`config.mk`:
```
export PLATFORM = sky130hd
export DESIGN_NAME = smp_fifo
export DESIGN_NICKNAME = d
export VERILOG_FILES = /design/src/hw/rtl/smp_pkg.sv /design/src/hw/rtl/smp_fifo.sv
export SDC_FILE = /design/constraint.sdc
export NUM_CORES = 1
export LEC_CHECK = 0
export BUFFER_PORTS_ARGS = -buffer_cell sky130_fd_sc_hd__buf_2
export CELL_PAD_IN_SITES_DETAIL_PLACEMENT = 1
export CELL_PAD_IN_SITES_GLOBAL_PLACEMENT = 1
export CORE_ASPECT_RATIO = 1.75
export CORE_MARGIN = 2
export CORE_UTILIZATION = 45
export DETAILED_ROUTE_END_ITERATION = 8
export PLACE_DENSITY_LB_ADDON = 0.1
export SLEW_MARGIN = 10
export SYNTH_ARGS = -nofsm -noshare
export SYNTH_HDL_FRONTEND = slang
export SYNTH_SLANG_ARGS = --single-unit
```
`constraint.sdc`:
```
create_clock -name clock -period 2.6 [get_ports clock]
set_input_delay 0.13 -clock clock [delete_from_list [all_inputs] [get_ports clock]]
set_output_delay 0.13 -clock clock [all_outputs]
set_load 0.03 [all_outputs]
```
`src/hw/rtl/smp_pkg.sv`:
```
package smp_pkg;

   // queue depths
   localparam int MID_DEPTH_DEF = 4;
   localparam int OUT_DEPTH_DEF = 32;

   // register indexes of the configuration port
   localparam logic [2:0] CSR_STEP_LENGTH = 3'd0;
   localparam logic [2:0] CSR_VISCOSITY   = 3'd1;
   localparam logic [2:0] CSR_FORCE_X     = 3'd2;
   localparam logic [2:0] CSR_FORCE_Y     = 3'd3;
   localparam logic [2:0] CSR_INV_X       = 3'd4;
   localparam logic [2:0] CSR_INV_Y       = 3'd5;
   localparam logic [2:0] CSR_UPWIND      = 3'd6;

   localparam logic [30:0] INV_SPACING_RESET = 31'd65536;

   // intermediates live in a saturated 48-bit range
   localparam logic signed [47:0] LIM48 = 48'sh7FFF_FFFF_FFFF;
   localparam logic signed [48:0] LIM49 = 49'sh0_7FFF_FFFF_FFFF;

   typedef logic signed [47:0] wide_type;
   typedef logic signed [34:0] opnd_type;

   typedef struct packed {
      logic [30:0]        step_length;
      logic [30:0]        kinematic_viscosity;
      logic signed [31:0] body_force_x;
      logic signed [31:0] body_force_y;
      logic [30:0]        inv_spacing_x;
      logic [30:0]        inv_spacing_y;
      logic               upwind_mode;
   } cfg_type;

   // one classified face, handed from front to back
   typedef struct packed {
      logic               upwind;
      logic               blocked;
      logic signed [31:0] here;
      logic signed [31:0] force_val;
      opnd_type           c4;
      opnd_type           lap_along;
      opnd_type           lap_across;
      logic [30:0]        inv_along;
      logic [30:0]        inv_across;
      opnd_type [3:0]     mul_a;
      opnd_type [3:0]     mul_b;
      logic               wide_shift;
   } op_type;

   typedef struct packed {
      logic     clip;
      wide_type val;
   } sat_type;

   function automatic sat_type sat48(input logic signed [48:0] v);
      sat_type r;
      r.clip = 1'b0;
      if (v > LIM49) begin
         r.clip = 1'b1;
         r.val  = LIM48;
      end else if (v < -LIM49) begin
         r.clip = 1'b1;
         r.val  = -LIM48;
      end else begin
         r.val = v[47:0];
      end
      return r;
   endfunction

   function automatic wide_type wext(input opnd_type x);
      return {{13{x[34]}}, x};
   endfunction

   function automatic logic signed [48:0] sext49(input wide_type x);
      return {x[47], x};
   endfunction

endpackage

```
`src/hw/rtl/smp_fifo.sv`:
```
module smp_fifo
   import smp_pkg::*;
#(
   parameter int WIDTH = 8,
   parameter int DEPTH = 4
) (
   input  logic             clock,
   input  logic             reset,
   input  logic             push,
   input  logic [WIDTH-1:0] push_data,
   input  logic             pop,
   output logic [WIDTH-1:0] pop_data,
   output logic             full,
   output logic             empty
);

   localparam int AW = (DEPTH > 1) ? $clog2(DEPTH) : 1;
   localparam int CW = $clog2(DEPTH + 1);

   logic [WIDTH-1:0] mem_ff [DEPTH];
   logic [AW-1:0]    wr_ptr_ff, wr_ptr_in, rd_ptr_ff, rd_ptr_in;
   logic [CW-1:0]    count_ff, count_in;
   logic             do_push, do_pop;

   assign full     = (count_ff == CW'(DEPTH));
   assign empty    = (count_ff == '0);
   assign do_push  = push && !full;
   assign do_pop   = pop && !empty;
   assign pop_data = mem_ff[rd_ptr_ff];

   always_comb begin
      wr_ptr_in = wr_ptr_ff;
      rd_ptr_in = rd_ptr_ff;
      count_in  = count_ff;
      if (do_push) begin
         wr_ptr_in = (wr_ptr_ff == AW'(DEPTH - 1)) ? '0 : wr_ptr_ff + 1'b1;
      end
      if (do_pop) begin
         rd_ptr_in = (rd_ptr_ff == AW'(DEPTH - 1)) ? '0 : rd_ptr_ff + 1'b1;
      end
      if (do_push && !do_pop) begin
         count_in = count_ff + 1'b1;
      end else if (do_pop && !do_push) begin
         count_in = count_ff - 1'b1;
      end
   end

   always_ff @(posedge clock) begin
      if (reset) begin
         wr_ptr_ff <= '0;
         rd_ptr_ff <= '0;
         count_ff  <= '0;
      end else begin
         wr_ptr_ff <= wr_ptr_in;
         rd_ptr_ff <= rd_ptr_in;
         count_ff  <= count_in;
      end
   end

   always_ff @(posedge clock) begin
      if (do_push) begin
         mem_ff[wr_ptr_ff] <= push_data;
      end
   end

endmodule

```
==> flow_metrics.py <==
metrics = {
    "synth": {
        "mappedNetlistArea_um2": 1645,
        "synth_top_area_share_pct": 58.40,
        "synth_most_common_cell": "edfxtp_1",
        "syn-instance-count": 92,
        "synth_top_family_by_area": "multiplexers",
        "synth_seq_area_share_pct": 69.35,
        "synth_edf_count": 32,
        "synthSimpleGateAreaFrac_pct": 5.703,
        "synth_common_cells": "edfxtp_1, dfxtp_1, mux4_2",
        "synthFlopType": "edfxtp_1",
        "synthAdderAreaFrac_pct": 5.779,
        "synth_cell_type_count": 26,
        "syn-num-nets": 111,
        "yosys.area_share.xor_xnor_pct": 1.065,
        "ys_warn_count": 0,
        "synth_area_leader_cell": "edfxtp_1",
        "synth_compound_area_share_pct": 3.042,
        "async_reset_ff_share_pct": 0,
        "syn_avg_cell_area_um2": 17.88,
        "muxShareOfSynthArea_pct": 12.17,
        "synthTopCellsByArea": "edfxtp_1, dfxtp_1, mux4_2, ha_1, and3_2",
        "ys_ff_latch": 41,
    },
    "floorplan": {
        "die_x_um": 49.71,
        "core-area_um2": 3556,
        "die_h_um": 83.99,
        "initial_core_util_pct": 46.27,
        "placementRows": 29,
        "dieArea_um2": 4175,
        "top_level_ports": 22,
    },
    "final_layout": {
        "multi_input_area_um2": 456.7,
        "n_fill_cell": 367,
        "nets": 135,
        "final-seq-area_um2": 1141,
        "drive_above_1_share_pct": 39.32,
        "area_growth_pct": 15.44,
        "antenna_cells": 0,
    },
    "hold_path": {
        "worstHoldPathType": "input port to flip-flop",
        "whs_path_depth": 1,
    },
    "placement": {
        "place.gp.congestion": 0.7018,
        "port_buffers": 21,
        "place_ws_ps": 209.6,
        "dpl.hpwl_um": 1913,
    },
    "clocking": {
        "cts_tree": "built",
        "clockBufferDepth": 2,
        "cts_setup_buffers": 0,
        "cts_buffers": 5,
        "cts-htree-levels": 2,
        "cts_root_buf": "clkbuf_8",
        "ctsResizeCount": 0,
        "clkLatencyLatePin_ps": 280,
        "cts_hold_buf": 0,
        "clock-sinks": 41,
        "path_clk_slew_ps": 80,
    },
    "drt": {
        "viasPerCell": 5.190,
        "drt_iter0_drc": 14,
        "post_drt_wl_per_cell_um": 15.94,
        "post-route-drc-count": 0,
        "wl_um": 2598,
        "dr.pass1.iters": 4,
        "detail-route-antenna-nets": 0,
        "vias": 846,
    },
    "pwr": {
        "vdd_drop_max_mv": 0.5184,
        "p_leak_nw": 0.7015,
        "power.density_nw_per_um2": 983.8,
    },
    "setup_path": {
        "crit_path_max_fanout": 7,
        "arrival_ps": 2610,
        "worstSetupStartpointType": "flip-flop",
        "worstSetupPathType": "flip-flop to flip-flop",
        "r2r_cells": 9,
        "cp-end-kind": "flip-flop",
        "cp.required_ps": 2820,
    },
    "sta": {
        "slew_viol_final": 0,
        "setup_viol": 0,
        "final_hold_viol_count": 0,
        "tightestPinTransition_ps": 558.7,
        "rsz0062_at_grt": "false",
        "relSlewSlack_pct": 62.70,
        "fmax_mhz": 417.7,
        "fin_ws_ps": 205.8,
        "period_minus_slack_ps": 2394,
        "fin_tns_setup_ps": 0,
        "finClkSkew_ps": 3.681,
        "fin_crit_sh_pct": 92.09,
    },
    "grt": {
        "grt_pass1_wl_um": 4588,
        "grt-ovfl-total": 0,
        "grt.total_usage_pct": 15.16,
        "antenna_found_initial": 0,
        "grt_max_degree": 14,
        "grt_pass1_vias": 949,
    },
    "run": {
        "cap_violations": 0,
    },
    "status": {
        "outcome": "completed",
    },
}
## metrics by stage
stage / cell area (um^2) / instances / power [mW] / hold slack, ps / utilization [%]
finish: 1899 / 163 / 1.869 / 59.29 / 53.41
global route: 1899 / 163 / 1.967 / 51.14 / 53.41
CTS: 1899 / 163 / 1.895 / 46.84 / 53.41
detailed placement: 1784 / 155 / 1.418 / 350.0 / 50.18
global placement: 1784 / 155 / 1.397 / 340.9 / 50.18
floorplan: 1645 / 92 / 1.285 / 228.9 / -
## placed cells by master, fill, tap and decap left out
cell type   instances
clkbuf_16           1
a21oi_1             3
mux4_2              8
mux2i_1             2
o21ai_0             1
dfxtp_1             9
buf_2              21
nand3_1             2
or3_1               1
clkinv_4            1
xor2_1              2
and3_2              4
or3_2               1
edfxtp_1           32
nor3_1              2
nor2_1              3
inv_1               4
nand2_1             1
clkbuf_8            6
fa_1                1
nor2_2              1
o31ai_2             2
o21ai_1             1
clkinvlp_4          1
ha_1                6
or3b_1              1
## cell families after synthesis
group,count (synthesis)
compound gates,7
xor+xnor,2
flops,41
fa+ha+maj,7
simple gates,16
mux,10
buf+inv,9
## power breakdown
part / total, mW / internal, mW / switching, mW
clock: 0.477 / 0.273 / 0.204
combinational: 0.512 / 0.214 / 0.298
sequential: 0.879 / 0.799 / 0.0796
## final cells by class
type | instances | area share [%]
clock buffer | 7 | 5.665
tap | 46 | 3.030
inverter | 5 | 1.252
timing repair buffer | 21 | 5.534
clock inverter | 1 | 0.3953
sequential | 41 | 60.08
multi-input combinational | 42 | 24.04
## state kept, by name, indices dropped and copies added, names as in the netlist, named ones only
register and count:
rd_ptr_ff 2, wr_ptr_ff 2, count_ff 3, mem_ff 32
## path summary, 6_finish.rpt
| check | endpoint | slack [ps] | startpoint |
|---|---|---|---|
| worst min register to register | rd_ptr_ff[0] | 510 | rd_ptr_ff[0] |
| worst max register to register | count_ff[2] | 210 | count_ff[0] |
| worst min-delay path | mem_ff[3][0] | 60 | push_data[0] |
| worst max-delay path | count_ff[2] | 210 | count_ff[0] |
## layer usage
metal	vias up	part of all wire, %	GRT usage (%)
met5	-	0	0
met4	0	3.0	9.848
met3	5	3.6	3.047
met2	21	57	26.67
met1	424	36	15.72
li1	396	-	-
## worst max-delay path, cell delays in order (launching register included)
cell and delay (ps):
dfxtp_1 450, or3b_1 310, clkinv_4 90, nor2_2 130, ha_1 200, inv_1 60
fa_1 380, xor2_1 160, or3_2 400, a21oi_1 150
Note: power is estimated with default switching activity, not from simulation.
