`src/hw/rtl/smp_pkg.sv`:
```
package smp_pkg;

   // queue depths
   localparam int MID_DEPTH_DEF = 4;
   localparam int OUT_DEPTH_DEF = 32;

   // register indexes of the configuration port
   localparam logic [2:0] CSR_STEP_LENGTH = 3'd0;
   localparam logic [2:0] CSR_VISCOSITY   = 3'd1;
   localparam logic [2:0] CSR_FORCE_X     = 3'd2;
   localparam logic [2:0] CSR_FORCE_Y     = 3'd3;
   localparam logic [2:0] CSR_INV_X       = 3'd4;
   localparam logic [2:0] CSR_INV_Y       = 3'd5;
   localparam logic [2:0] CSR_UPWIND      = 3'd6;

   localparam logic [30:0] INV_SPACING_RESET = 31'd65536;

   // intermediates live in a saturated 48-bit range
   localparam logic signed [47:0] LIM48 = 48'sh7FFF_FFFF_FFFF;
   localparam logic signed [48:0] LIM49 = 49'sh0_7FFF_FFFF_FFFF;

   typedef logic signed [47:0] wide_type;
   typedef logic signed [34:0] opnd_type;

   typedef struct packed {
      logic [30:0]        step_length;
      logic [30:0]        kinematic_viscosity;
      logic signed [31:0] body_force_x;
      logic signed [31:0] body_force_y;
      logic [30:0]        inv_spacing_x;
      logic [30:0]        inv_spacing_y;
      logic               upwind_mode;
   } cfg_type;

   // one classified face, handed from front to back
   typedef struct packed {
      logic               upwind;
      logic               blocked;
      logic signed [31:0] here;
      logic signed [31:0] force_val;
      opnd_type           c4;
      opnd_type           lap_along;
      opnd_type           lap_across;
      logic [30:0]        inv_along;
      logic [30:0]        inv_across;
      opnd_type [3:0]     mul_a;
      opnd_type [3:0]     mul_b;
      logic               wide_shift;
   } op_type;

   typedef struct packed {
      logic     clip;
      wide_type val;
   } sat_type;

   function automatic sat_type sat48(input logic signed [48:0] v);
      sat_type r;
      r.clip = 1'b0;
      if (v > LIM49) begin
         r.clip = 1'b1;
         r.val  = LIM48;
      end else if (v < -LIM49) begin
         r.clip = 1'b1;
         r.val  = -LIM48;
      end else begin
         r.val = v[47:0];
      end
      return r;
   endfunction

   function automatic wide_type wext(input opnd_type x);
      return {{13{x[34]}}, x};
   endfunction

   function automatic logic signed [48:0] sext49(input wide_type x);
      return {x[47], x};
   endfunction

endpackage

```
`src/hw/rtl/smp_front.sv`:
```
module smp_front
   import smp_pkg::*;
(
   input  cfg_type            cfg,
   input  logic               func,
   input  logic signed [31:0] own_here,
   input  logic signed [31:0] own_prev_along,
   input  logic signed [31:0] own_next_along,
   input  logic signed [31:0] own_prev_across,
   input  logic signed [31:0] own_next_across,
   input  logic signed [31:0] cross_back_first,
   input  logic signed [31:0] cross_back_second,
   input  logic signed [31:0] cross_front_first,
   input  logic signed [31:0] cross_front_second,
   input  logic               blocked,
   output op_type             op
);

   opnd_type h, pa, na, pc, nc, cb1, cb2, cf1, cf2;
   opnd_type c4, dir_a, dir_c, ia, ic;

   assign h   = {{3{own_here[31]}}, own_here};
   assign pa  = {{3{own_prev_along[31]}}, own_prev_along};
   assign na  = {{3{own_next_along[31]}}, own_next_along};
   assign pc  = {{3{own_prev_across[31]}}, own_prev_across};
   assign nc  = {{3{own_next_across[31]}}, own_next_across};
   assign cb1 = {{3{cross_back_first[31]}}, cross_back_first};
   assign cb2 = {{3{cross_back_second[31]}}, cross_back_second};
   assign cf1 = {{3{cross_front_first[31]}}, cross_front_first};
   assign cf2 = {{3{cross_front_second[31]}}, cross_front_second};

   // sum of the four cross values, kept unscaled
   assign c4 = cb1 + cb2 + cf1 + cf2;
   // upwind differences, zero velocity takes the forward side
   assign dir_a = (h > 0) ? h - pa : na - h;
   assign dir_c = (c4 > 0) ? h - pc : nc - h;

   always_comb begin
      op.upwind     = cfg.upwind_mode;
      op.blocked    = blocked;
      op.here       = own_here;
      op.force_val  = func ? cfg.body_force_y : cfg.body_force_x;
      op.inv_along  = func ? cfg.inv_spacing_y : cfg.inv_spacing_x;
      op.inv_across = func ? cfg.inv_spacing_x : cfg.inv_spacing_y;
      op.c4         = c4;
      op.lap_along  = pa - {h[33:0], 1'b0} + na;
      op.lap_across = pc - {h[33:0], 1'b0} + nc;
      if (cfg.upwind_mode) begin
         op.mul_a[0]   = dir_a;
         op.mul_b[0]   = ia;
         op.mul_a[1]   = dir_c;
         op.mul_b[1]   = ic;
         op.mul_a[2]   = '0;
         op.mul_b[2]   = '0;
         op.mul_a[3]   = '0;
         op.mul_b[3]   = '0;
         op.wide_shift = 1'b0;
      end else begin
         // flux products of the central form
         op.mul_a[0]   = h + na;
         op.mul_b[0]   = h + na;
         op.mul_a[1]   = pa + h;
         op.mul_b[1]   = pa + h;
         op.mul_a[2]   = h + nc;
         op.mul_b[2]   = cf1 + cf2;
         op.mul_a[3]   = pc + h;
         op.mul_b[3]   = cb1 + cb2;
         op.wide_shift = 1'b1;
      end
   end

   assign ia = {4'b0, (func ? cfg.inv_spacing_y : cfg.inv_spacing_x)};
   assign ic = {4'b0, (func ? cfg.inv_spacing_x : cfg.inv_spacing_y)};

endmodule

```
`config.mk`:
```
export PLATFORM = sky130hd
export DESIGN_NAME = smp_front
export DESIGN_NICKNAME = d
export VERILOG_FILES = /design/src/hw/rtl/smp_pkg.sv /design/src/hw/rtl/smp_front.sv
export SDC_FILE = /design/constraint.sdc
export NUM_CORES = 1
export LEC_CHECK = 0
export BUFFER_PORTS_ARGS = -buffer_cell sky130_fd_sc_hd__buf_2
export CAP_MARGIN = 10
export CORE_AREA = 10 10 374 376
export DETAILED_ROUTE_END_ITERATION = 8
export DIE_AREA = 0 0 384 386
export SYNTH_ARGS = -nofsm -noshare
export SYNTH_HDL_FRONTEND = slang
export SYNTH_SLANG_ARGS = --single-unit
```
`constraint.sdc`:
```
create_clock -name vclk -period 10.34
set_input_delay 2.068 -clock vclk [all_inputs]
set_output_delay 2.068 -clock vclk [all_outputs]
set_load 0.03 [all_outputs]
```
==> impl_metrics.tcl, run 1 <==
set metrics [dict create \
    status "finished, violations left" \
    violations "negative setup slack" \
    required_ns 8.27 \
    cp-start-kind "input pin" \
    die-height_um 386 \
    yosysMostFrequentCell "nor2_1" \
    cp.arrival_ns 8.37 \
    crit_path_top_delay_cell "fa_1" \
    areaGrowthSynthToFinish_pct 31.65 \
    final-setup-viol-count 24 \
    hold_path.class "in2out" \
    cp_top_family "compound AO/OA/AOI/OAI gates" \
    pwr-share-seq_pct 0 \
    drv_cap 0 \
    drt_iter0_drc 2174 \
    first_pass_iters 5 \
    layout.area.seq_um2 0 \
    finalCriticalPeriod_ns 10.44 \
    grtUsageTotal_pct 20.64 \
    cpPeakStageDelay_ns 0.47 \
    intPower_w 0.001905 \
    criticalPathCategory "in2out" \
    grt_pass1_vias 32251 \
    finalPower_w 0.005275 \
    seq_cell_count 0 \
    initial_core_util_pct 20.43 \
    final.clkbuf_count 0 \
    max_clock_freq_mhz 95.82 \
    synth_top_area_cell "ha_1" \
    fin_ws_ns -0.09676 \
    irDropWorstVdd_mv 0.09637 \
    grt_pass1_wl_um 226900 \
    wire_per_inst_um 24.74 \
    comb_power_share_pct 100.0 \
    worst_pin_slew_ns 1.131 \
    cp_num_buf_inv 8 \
    grt_overflow_total 0 \
    netlist_top_cells_area "ha_1 (20%), fa_1 (8.0%), xnor2_1 (7.6%), a21oi_1 (7.1%), nor2_1 (7.0%)" \
    hp-start "blocked" \
    p_per_area_nw_per_um2 147.9 \
    end_kind "output port" \
    fin_tns_setup_ns -1.264 \
    antenna_found_initial 59 \
    syn_area_per_cell_um2 6.866 \
    io_buffers 929 \
    place_hpwl_um 147500 \
    utilization_pct 26.90 \
    leakagePower_nw 17.89 \
    seq_area_frac_synth_pct 0 \
    vias 32504 \
    crit_fanout 7 \
    cp_common_cell "buf_6" \
    synth_commonest_cells "nor2_1 (503), inv_1 (470), ha_1 (423)" \
    pwr-share-clk_pct 0 \
    hold_buffers 0 \
    post-place-ws_ns -0.8232 \
    synth_nets 4956 \
    min_to "op[512]" \
    slew_violations 0 \
    grt_max_degree 163 \
    min_delay_path_depth 0 \
    drtAntennaViolNets 0 \
    route.detailed.drc 0 \
    coreArea_um2 132600 \
    place.gp.congestion 0.9774 \
    core.rowCount 134 \
    die-area_um2 148200 \
    grt_setup_unrepaired "true" \
    drt-vias-per-instance 4.871 \
    n_fill_cell 14888 \
    power.switching_w 0.003370 \
    yosysWarnings 0 \
    synth_area_um2 27090 \
    wl_um 165100 \
    drive_above_1_share_pct 28.48 \
    io_pins 993 \
    p_sw_share_pct 63.89 \
    syn_inst 3946 \
    max_slew_margin_pct 23.67 \
    yosys.cell_types.count 87 \
    nets 5893 \
    final.period_utilization_pct 100.9 \
    hold_violations 0 \
    die_x_um 384 \
    synth_top_area_share_pct 19.53 \
]
cells by family (layout without fill, tap and decap cells):
family | after synthesis | count (layout) | synth area share (%)
compound gates | 1148 | 1148 | 27.17
fa+ha+maj | 531 | 531 | 27.51
simple gates | 1164 | 1164 | 20.19
buf+inv | 669 | 1604 | 10.02
other cells | 0 | 24 | 0
mux | 130 | 130 | 5.278
xor+xnor | 304 | 304 | 9.827
layout make-up:
class | count | area [µm²] | share of cell area, %
multi-input combinational | 3277 | 25180 | 70.59
timing repair buffer | 1132 | 6444 | 18.07
tap | 1768 | 2212 | 6.202
inverter | 472 | 1774 | 4.974
antenna | 24 | 60.06 | 0.1684
routing by layer:
metal | part of all wire (%) | wire length, µm | up-vias | global-route usage (%)
li1 | - | - | 15573 | -
met1 | 40 | 65870 | 15558 | 24.23
met4 | 3.2 | 5286 | 56 | 5.772
met5 | 0.20 | 333 | - | 0
met3 | 8.2 | 13530 | 208 | 5.597
met2 | 49 | 80080 | 1109 | 36.50
layout by cell type, fill, tap and decap left out, types with 13 or more instances in the layout:
master      n
nand3_1    63
inv_1     468
nand2b_1   65
a31oi_1    33
nand2_1   183
or2_2      15
a21boi_0   13
a21o_1    116
a21oi_2    33
ha_1      415
buf_4     203
fa_1      106
nand4_1    17
a21oi_1   352
o21ai_0   180
a211oi_1   32
o211ai_1   18
a221oi_1   14
and3_1     19
mux2_2     94
diode_2    24
buf_6      32
mux2i_1    17
o31ai_1    27
nor4_1     22
o21bai_1   70
xor2_1     65
xnor2_1   229
buf_2     890
o22ai_1    19
nor3_1     82
nor2_1    498
and2_1     50
or3_1      46
o21a_1     58
nor2b_1    44
worst max-delay path by stage:
stage                               startpoint       to  slack [ns]  cells after the start
after global placement     cross_back_first[0]  op[192]       -0.82                     37
after CTS                 cross_back_second[0]  op[177]       -0.17                     31
after detailed placement   cross_back_first[0]  op[182]       -0.82                     37
final                      cross_back_first[0]  op[180]        -0.1                     33
after floorplan            cross_back_first[1]  op[179]       -0.06                     25
after global routing       cross_back_first[0]  op[201]       -0.36                     34
metrics by stage:
stage | area, µm² | hold WS, ns | instances
6_report | 35670 | 4.136 | 6673
5_1_grt | 35650 | 4.136 | 6665
4_1_cts | 35040 | 4.136 | 6640
3_5_place_dp | 34480 | 4.136 | 6621
3_3_place_gp | 34480 | 4.136 | 6621
2_1_floorplan | 27190 | 4.268 | 3946
power by group through the flow:
stage	combinational (W)	clock, W	sequential [W]
CTS	0.00516	0	0
detailed placement	0.00496	0	0
global placement	0.00494	0	0
floorplan	0.00305	0	0
global route	0.00567	0.000000000208	0
finish	0.00527	0.0000000000755	0
repair_timing:
| action | CTS | global route |
|---|---|---|
| setup buffers | 17 | 14 |
| pin swaps | 41 | 72 |
| cloned | 2 | 0 |
| endpoints found under the setup margin | 35 | 35 |
| resized for setup | 97 | 107 |
(Power assumes the default switching activity.)
==> run 2: changes to the inputs <==
--- a/config.mk
+++ b/config.mk
@@ -10,6 +10,8 @@
 export CORE_AREA = 10 10 374 376
 export DETAILED_ROUTE_END_ITERATION = 8
 export DIE_AREA = 0 0 384 386
+export RECOVER_POWER = 25
+export SKIP_LAST_GASP = 1
 export SYNTH_ARGS = -nofsm -noshare
 export SYNTH_HDL_FRONTEND = slang
 export SYNTH_SLANG_ARGS = --single-unit
==> impl_metrics.tcl, run 2 (synthesis results as in run 1) <==
set metrics [dict create \
    first_pass_iters 5 \
    finalCriticalPeriod_ns 10.46 \
    nets 5893 \
    violations "max-capacitance violations, max-slew violations, negative setup slack" \
    cpPeakStageDelay_ns 0.45 \
    end_kind "output port" \
    grt_max_degree 163 \
    max_clock_freq_mhz 95.56 \
    fin_ws_ns -0.1245 \
    multi_input_area_um2 25150 \
    drt_iter0_drc 2142 \
    fin_hold_ws_ns 4.136 \
    crit_path_top_delay_cell "fa_1" \
    final_common_cell "buf_2" \
    core.rowCount 134 \
    max_slew_margin_pct -96.76 \
    drtAntennaViolNets 0 \
    io_pins 993 \
    hold_violations 0 \
    grt_pass1_wl_um 226900 \
    grt_pass1_vias 32250 \
    wire_per_inst_um 24.78 \
    coreArea_um2 132600 \
    route.detailed.drc 0 \
    slew_violations 141 \
    finalPower_w 0.005253 \
    hold_buffers 0 \
    status "finished, violations left" \
    cp_common_cell "buf_4" \
    hold_path.class "in2out" \
    drt-vias-per-instance 4.886 \
    cp.arrival_ns 8.40 \
    irDropWorstVdd_mv 0.09318 \
    layout.area.seq_um2 0 \
    grt_setup_unrepaired "true" \
    final.clkbuf_count 0 \
    crit_fanout 7 \
    post-place-ws_ns -0.8232 \
    grtUsageTotal_pct 20.64 \
    antenna_found_initial 59 \
    cp-start-kind "input pin" \
    seq_cell_count 0 \
    place.gp.congestion 0.9774 \
    criticalPathCategory "in2out" \
    drive_above_1_share_pct 26.08 \
    drv_cap 3 \
    fin_tns_setup_ns -2.045 \
    final-setup-viol-count 28 \
    n_fill_cell 14929 \
    p_per_area_nw_per_um2 147.8 \
    die_x_um 384 \
    grt_overflow_total 0 \
    mostFrequentLayoutCells "buf_2 (829), nor2_1 (498), inv_1 (468)" \
    leakagePower_nw 17.70 \
    required_ns 8.27 \
    initial_core_util_pct 20.43 \
    vias 32590 \
    place_hpwl_um 147500 \
    final.period_utilization_pct 101.2 \
    areaGrowthSynthToFinish_pct 31.18 \
    wl_um 165300 \
    io_buffers 929 \
    die-area_um2 148200 \
    die-height_um 386 \
    worst_pin_slew_ns 2.951 \
]
run 2: worst paths after layout:
check,startpoint,end,slack [ns],depth (start not counted)
min,blocked,op[512],4.14,0
max,cross_back_first[0],op[180],-0.12,36
run 2: cell type report:
class	instances	share of cell area, %
inverters	472	4.992
well taps	1768	6.224
diodes	21	0.1479
repair buffers	1132	17.87
multi-input cells	3277	70.76
run 2: critical path: cells and delay by family:
kind,cells,cell delay (ns)
and+or+nand+nor,5,0.58
buffers and inverters,10,1.45
AOI/OAI and AO/OA,16,3.07
xor gates and xnor gates,1,0.16
muxes,1,0.18
adders and majority gates,3,0.84
run 2: power by group:
part           switching, W  leakage [nW]     internal, W
clock                     0      0.000133  0.000000000274
combinational       0.00336          17.7         0.00189
sequential                0             0               0
total               0.00336          17.7         0.00189
run 2: through the flow:
step / cell area, µm² / std cells / utilization (%)
after floorplan: 27190 / 3946 / -
final: 35540 / 6670 / 26.80
after detailed placement: 34480 / 6621 / 26.00
after global routing: 35530 / 6665 / 26.79
after global placement: 34480 / 6621 / 26.00
after CTS: 35030 / 6640 / 26.42
run 2: what timing repair did:
action	CTS	global route
setup buffers	17	14
hold endpoints to repair	0	0
gates resized for setup	96	103
pin swaps	41	67
cloned	2	0
endpoints found under the setup margin	35	35
run 2: routing by layer:
layer  routed length [µm]  part of all wire (%)  track usage [%]
met3                13060                   7.9            5.597
met2                80110                    48            36.50
met1                66510                    40            24.23
met5                  345                  0.21                0
met4                 5263                   3.2            5.772
==> run 3: changes to the inputs <==
--- a/config.mk
+++ b/config.mk
@@ -5,11 +5,11 @@
 export SDC_FILE = /design/constraint.sdc
 export NUM_CORES = 1
 export LEC_CHECK = 0
-export BUFFER_PORTS_ARGS = -buffer_cell sky130_fd_sc_hd__buf_2
 export CAP_MARGIN = 10
-export CORE_AREA = 10 10 374 376
+export CORE_AREA = 10 10 378 380
 export DETAILED_ROUTE_END_ITERATION = 8
-export DIE_AREA = 0 0 384 386
+export DIE_AREA = 0 0 388 390
+export DONT_BUFFER_PORTS = 1
 export RECOVER_POWER = 25
 export SKIP_LAST_GASP = 1
 export SYNTH_ARGS = -nofsm -noshare
==> constraint.sdc (replaced) <==
create_clock -name vclk -period 9.25
set_input_delay 1.85 -clock vclk [all_inputs]
set_output_delay 1.85 -clock vclk [all_outputs]
set_load 0.03 [all_outputs]
==> impl_metrics.tcl, run 3 (synthesis results as in run 1) <==
set metrics [dict create \
    wl_um 164500 \
    utilization_pct 24.00 \
    max_clock_freq_mhz 101.5 \
    hold_violations 0 \
    initial_core_util_pct 20.08 \
    drt-vias-per-instance 5.041 \
    finalCriticalPeriod_ns 9.857 \
    final-setup-viol-count 35 \
    place_hpwl_um 146000 \
    hold_path.class "in2out" \
    wire_per_inst_um 27.85 \
    drtAntennaViolNets 0 \
    postLayoutCellArea_um2 32390 \
    drive_above_1_share_pct 13.27 \
    coreArea_um2 135000 \
    antenna_found_initial 21 \
    crit_path_top_delay_cell "fa_1" \
    io_buffers 0 \
    seq_cell_count 0 \
    areaGrowthSynthToFinish_pct 19.56 \
    crit_fanout 7 \
    status "finished, violations left" \
    core.rowCount 135 \
    io_pins 993 \
    grt_max_degree 237 \
    cp.arrival_ns 8.01 \
    die-height_um 390 \
    final_common_cell "nor2_1" \
    violations "negative setup slack" \
    first_pass_iters 5 \
    n_fill_cell 14922 \
    place.gp.congestion 0.9760 \
    layout.area.seq_um2 0 \
    die_x_um 388 \
    mostFrequentLayoutCells "nor2_1 (495), inv_1 (468), ha_1 (412)" \
    cpPeakStageDelay_ns 0.52 \
    end_kind "output port" \
    die-area_um2 151300 \
    placed_cell_area_um2 31590 \
    required_ns 7.40 \
    criticalPathCategory "in2out" \
    vias 29770 \
    hold_buffers 0 \
    cp-start-kind "input pin" \
    post-place-ws_ns -1.018 \
    grtUsageTotal_pct 20.25 \
    nets 5125 \
    grt_pass1_vias 29327 \
    route.detailed.drc 0 \
    slew_violations 0 \
    fin_ws_ns -0.6071 \
    grt_setup_unrepaired "true" \
    max_slew_margin_pct 18.35 \
    drv_cap 0 \
    final.period_utilization_pct 106.6 \
    worst_pin_slew_ns 1.221 \
    grt_overflow_total 0 \
    cp_common_cell "buf_4" \
    final.clkbuf_count 0 \
    grt_pass1_wl_um 224200 \
    drt_iter0_drc 1729 \
]
-- run 3: cell type report --
cell class	instances	area, µm²	area share [%]
tap	1781	2228	6.879
timing repair buffer	364	3131	9.664
multi-input combinational	3277	25230	77.89
antenna	11	27.53	0.08497
inverter	472	1777	5.485
-- run 3: routing by layer --
metal	share of wire, %	GRT usage [%]
met5	0.070	0
met4	3.6	5.802
met3	10	7.710
met2	48	35.92
met1	38	22.38
-- run 3: path summary, 6_finish.rpt --
path / endpoint / start / depth (start not counted)
worst max-delay path: op[176] / cross_back_first[0] / 30
worst min-delay path: op[504] / own_here[24] / 0
-- run 3: metrics by stage --
| step | setup TNS, ns | cells | hold WS, ns |
|---|---|---|---|
| 2_1_floorplan | -1.470 | 3946 | 3.832 |
| 3_3_place_gp | -33.37 | 5866 | 3.700 |
| 5_1_grt | -28.69 | 5895 | 3.700 |
| 3_5_place_dp | -31.42 | 5866 | 3.700 |
| 6_report | -18.71 | 5905 | 3.700 |
| 4_1_cts | -17.96 | 5883 | 3.700 |
-- run 3: timing repair --
| item | 4_1_cts | 5_1_grt |
|---|---|---|
| pin swaps | 39 | 27 |
| setup endpoints to repair | 35 | 35 |
| gates resized for setup | 61 | 31 |
| buffers inserted | 18 | 7 |
| gates cloned | 3 | 0 |
-- run 3: critical path: cells and delay by family --
kind / cells / cell delay [ns]
AOI/OAI and AO/OA: 10 / 1.88
adders and majority gates: 4 / 1.29
buffers and inverters: 6 / 0.82
muxes: 1 / 0.34
and+or+nand+nor: 9 / 1.79
